[src/hw/rtl/bba_pkg.sv]
// Shared constants and types of the binary buddy allocator.
// No dependencies; imported by bba_size, binary_buddy_allocator and the testbench.
package bba_pkg;

  localparam int MAX_ORDER    = 16;
  localparam int MIN_ORDER    = 5;
  localparam int HEADER_BYTES = 24;

  localparam int ORDER_W = 5;
  localparam int REQ_W   = 17;
  localparam int ADDR_W  = 16;
  localparam int UNIT_W  = MAX_ORDER - MIN_ORDER;
  localparam int UNITS   = 1 << UNIT_W;
  localparam int LINK_W  = UNIT_W + 1;
  localparam int STAT_W  = 2;

  localparam logic [LINK_W-1:0] NIL = LINK_W'(UNITS);

  localparam logic CMD_ALLOC = 1'b0;
  localparam logic CMD_FREE  = 1'b1;

  localparam logic [STAT_W-1:0] ST_OK       = 2'd0;
  localparam logic [STAT_W-1:0] ST_ZERO     = 2'd1;
  localparam logic [STAT_W-1:0] ST_NO_BLOCK = 2'd2;

  // Per-unit bookkeeping word
  typedef struct packed {
    logic                 free;
    logic                 used;
    logic [ORDER_W-1:0]   order;
  } unit_info_t;

endpackage

[src/hw/rtl/bba_size.sv]
// Request size to block order: ceil(log2(size + header)), at least MIN_ORDER.
// Depends on bba_pkg.
module bba_size (
  input  logic [bba_pkg::REQ_W-1:0]   req_size,
  output logic [bba_pkg::ORDER_W-1:0] need
);
  import bba_pkg::*;

  logic [REQ_W:0]     span;
  logic [ORDER_W-1:0] bits;

  // Bit length of (size + header - 1)
  always_comb begin
    span = {1'b0, req_size} + (REQ_W+1)'(HEADER_BYTES - 1);
    bits = '0;
    for (int i = 0; i <= REQ_W; i++) begin
      if (span[i]) begin
        bits = ORDER_W'(i + 1);
      end
    end
    need = (bits < ORDER_W'(MIN_ORDER)) ? ORDER_W'(MIN_ORDER) : bits;
  end

endmodule

[config.mk]
export PLATFORM = sky130hd
export DESIGN_NAME = bba_size
export DESIGN_NICKNAME = d
export VERILOG_FILES = /design/src/hw/rtl/bba_pkg.sv /design/src/hw/rtl/bba_size.sv
export SDC_FILE = /design/constraint.sdc
export NUM_CORES = 1
export LEC_CHECK = 0
export BUFFER_PORTS_ARGS = -buffer_cell sky130_fd_sc_hd__buf_2
export CAP_MARGIN = 20
export CORE_MARGIN = 2
export CORE_UTILIZATION = 55
export DETAILED_ROUTE_END_ITERATION = 10
export GPL_ROUTABILITY_DRIVEN = 0
export PLACE_DENSITY = 0.82
export REMOVE_ABC_BUFFERS = 1
export SLEW_MARGIN = 20
export SYNTH_ARGS = -nofsm -noshare
export SYNTH_HDL_FRONTEND = slang
export SYNTH_SLANG_ARGS = --single-unit
[constraint.sdc]
create_clock -name vclk -period 3
set_input_delay 0.6 -clock vclk [all_inputs]
set_output_delay 0.6 -clock vclk [all_outputs]
set_load 0.01 [all_outputs]
== Word-level counts from Yosys, hierarchy flattened ==
Cells that the tools add are included.
Storage, ports and cells
  register bits after elaboration: 0
  bits of input ports: 17
  output and inout port bits: 5
  word-level logic and storage cells: 21
Operators by class
  add/sub/neg operators: 1
  $lt $le $gt $ge: 1
  multiplexer cells: 19
Operators by type and width (number)
  $mux 5: 18
  $add 17x5->18 const B: 1
  $lt 5x3->1 const B: 1
  $mux 1: 1

== Longest topological paths before layout ==
  word-level depth: 21
  mapped depth: 11
  mapped depth without buffers: 10

== Worst setup path after synthesis ==
No wires, ideal clock.
  path type: input-to-output
  start point: input port req_size[0] (netlist bit)
  end point: output port need[0] (netlist bit)
  arrival: 2.325 ns
  data required time: 2.400 ns
  setup slack: 0.075 ns
  stages on the path: 11
  buffers on the path: 1
  path through: inv_1 ha_1 buf_6 or3b_1 a21oi_1 o21ai_1 a311o_1 a21oi_2 nor2_2 o311ai_2 o211ai_2
Between the ends
  word-level cells in the longest chain between the ends: 21
RTL lines
  start, declared: line bba_size.sv:4  | input logic [bba_pkg::REQ_W-1:0] req_size,
  $add 17x5->18 (*): line bba_size.sv:14  | span = {1'b0, req_size} + (REQ_W+1)'(HEADER_BYTES - 1);
  $mux 1: line bba_size.sv:17  | if (span[i]) begin
  $mux 5 (16 in series): line bba_size.sv:17
  $mux 5 (*): line bba_size.sv:17
  $lt 5x3->1: line bba_size.sv:21  | need = (bits < ORDER_W'(MIN_ORDER)) ? ORDER_W'(MIN_ORDER) : bits;
  $mux 5 (*): line bba_size.sv:21
  end, declared: line bba_size.sv:5  | output logic [bba_pkg::ORDER_W-1:0] need
Mark *: on every way between the ends. The rest lies on a longest branch, timed or not.

== Worst setup path after layout ==
Same ends and word-level chain as after synthesis.

==> impl_metrics.env <==
export IMPL_fp_dieW_um=45.1
export IMPL_drive_above_1_share_pct=46.3
export IMPL_synth_compound_area_share_pct=41.0
export IMPL_grt_usage_pct=29.2
export IMPL_ys_warn_count=0
export IMPL_io_pins=22
export IMPL_core_mm2=0.00154
export IMPL_ir_drop_mv=0.0911
export IMPL_vias=1328
export IMPL_place_inst=190
export IMPL_p_leak_nw=0.552
export IMPL_area_growth_pct=44.5
export IMPL_p_total_w=0.000181
export IMPL_drc=0
export IMPL_setup_viol=4
export IMPL_critPathRequiredTime_ns=2.40
export IMPL_hold_depth=4
export IMPL_drt_iter0_markers=53
export IMPL_die_h_um=45.1
export IMPL_yosysMostFrequentCell="nand2_1"
export IMPL_hold_slack_ns=1.60
export IMPL_synth_xor_area_share_pct=8.50
export IMPL_drv_cap=0
export IMPL_final_area_mm2=0.00134
export IMPL_hpwl_mm=2.13
export IMPL_hp_start="req_size[16]"
export IMPL_avgSynthCellArea_um2=6.92
export IMPL_muxShareOfSynthArea_pct=3.37
export IMPL_drv_slew=0
export IMPL_synth_area_um2=927
export IMPL_outcome="finished with violations"
export IMPL_post_route_min_period_ns=3.22
export IMPL_synth_largest_type_area_fraction_pct=7.56
export IMPL_yosys_top_cells_count="nand2_1 (9), a21oi_1 (8), nor2_1 (8), xnor2_1 (8)"
export IMPL_worstMarginPinSlew_ns=0.366
export IMPL_p_clk_share_pct=0
export IMPL_startpoint_type="primary input"
export IMPL_antenna_found_initial=0
export IMPL_synthSimpleGateAreaFrac_pct=34.1
export IMPL_failed_checks="setup timing"
export IMPL_grt_overflow=0
export IMPL_grt_max_degree=12
export IMPL_dieArea_mm2=0.00203
export IMPL_hold_viol_final=0
export IMPL_wl_per_cell_um=18.1
export IMPL_switching_share_pct=54.7
export IMPL_slew_headroom_pct=75.4
export IMPL_min_to="need[0]"
export IMPL_wl_mm=3.50
export IMPL_grt_first_pass_wirelength_mm=4.64
export IMPL_antenna_left=0
export IMPL_seq_area_frac_synth_pct=0
export IMPL_synth_top_family_by_area="compound AO/OA/AOI/OAI gates"
export IMPL_finalNonFillerCells=193
export IMPL_post_route_util_pct=86.9
export IMPL_path_max_fanout=4
export IMPL_routed_via_density=6.88
export IMPL_crit_path_end_kind="primary output"
export IMPL_nNetsFinal=198
export IMPL_min_path_type="in2out"
export IMPL_detail_route_first_pass_iterations=5
export IMPL_p_sw_w=0.0000989
export IMPL_ctsHoldBuffers=0
export IMPL_io_buffers=22
export IMPL_rsz0062_at_grt="true"
export IMPL_yosys_top_cells_area="xnor2_1 (7.6%), a21oi_1 (4.3%), and3_1 (4.0%)"
export IMPL_fin_ws_ns=-0.221
export IMPL_p_per_area_mw_per_mm2=135
export IMPL_synth_largest_area_cell="xnor2_1"
export IMPL_floorplan_initialDensity_pct=60.1
export IMPL_finalCritPeriodShare_pct=107
export IMPL_first_global_vias=1105
export IMPL_critPathKind="in2out"
export IMPL_nFlopsAndLatches=0
export IMPL_synth_fa_ha_area_share_pct=2.70
export IMPL_syn_inst=134
export IMPL_seq_area_um2=0
export IMPL_intPower_w=0.0000819
export IMPL_row_count=14
export IMPL_max_freq_mhz=311
export IMPL_synth_distinct_cells=56
export IMPL_crit_arrival_ns=2.62
export IMPL_clkbuf_count=0
export IMPL_placed_cell_area_mm2=0.00120
export IMPL_pwr_share_comb_pct=100.0
export IMPL_num_fill_cells=88
export IMPL_pwr_share_seq_pct=0
export IMPL_diodes=0
export IMPL_multi_input_area_um2=926
## timing repair
action | CTS | global route
setup buffers | 1 | 2
resized for setup | 12 | 15
pin swaps | 3 | 9
setup endpoints to repair | 3 | 4
gates cloned | 0 | 0
## worst max-delay path, stage by stage
cell and delay [ns]:
buf_6 0.10, buf_4 0.12, or3_4 0.38, o21bai_4 0.14, buf_4 0.14, nor2_1 0.05
and3_4 0.20, nor3_1 0.30, nand2_1 0.10, o211ai_1 0.23, o211ai_2 0.11, buf_2 0.15
## cells by family (layout without fill, tap and decap cells)
group | Yosys count | after routing
AO/OA/AOI/OAI | 47 | 47
adder cells (fa/ha/maj) | 2 | 2
AND/OR/NAND/NOR | 56 | 56
buffers and inverters | 17 | 60
XOR/XNOR | 9 | 9
multiplexers | 3 | 3
## metrics by stage
stage	worst slack, ns	TNS, ns
finish	-0.221	-0.460
global placement	-0.154	-0.243
detailed placement	-0.234	-0.357
floorplan	-0.0210	-0.0210
global route	-0.281	-0.594
CTS	-0.170	-0.170
## per-layer routing
layer / up-vias / GRT usage (%) / part of all wire [%]
met5: - / 0 / 0
met4: 0 / 5.88 / 7.1
met3: 34 / 1.20 / 6.6
met2: 95 / 56.3 / 50
met1: 605 / 35.4 / 36
li1: 594 / - / -
## layout make-up
class | count | share of cell area, %
Multi-Input combinational cell | 117 | 69.1
Timing Repair Buffer | 54 | 27.4
Inverter | 6 | 2.05
Tap cell | 16 | 1.49
## layout by cell type, fill, tap and decap left out, drive strengths merged, types with 5 or more instances in the layout
master	count
a21oi	11
and3	6
buf	54
inv	6
nand2	9
nor2	10
nor3	5
o211ai	5
o21ai	10
xnor2	8
## power by group through the flow
| stage | registers (W) | logic, W | clock network [W] |
|---|---|---|---|
| floorplan | 0 | 0.0000744 | 0 |
| global placement | 0 | 0.000145 | 0 |
| detailed placement | 0 | 0.000150 | 0 |
| CTS | 0 | 0.000159 | 0 |
| global route | 0 | 0.000193 | 0 |
| finish | 0 | 0.000181 | 0 |
## worst max-delay path by stage
| stage | from | to | depth (start not counted) |
|---|---|---|---|
| after global placement | req_size[0] | need[0] | 13 |
| after floorplan | req_size[0] | need[0] | 9 |
| after detailed placement | req_size[0] | need[0] | 12 |
| after global routing | req_size[0] | need[0] | 12 |
| after CTS | req_size[1] | need[0] | 12 |
| final | req_size[0] | need[0] | 12 |
(Power assumes the default switching activity.)
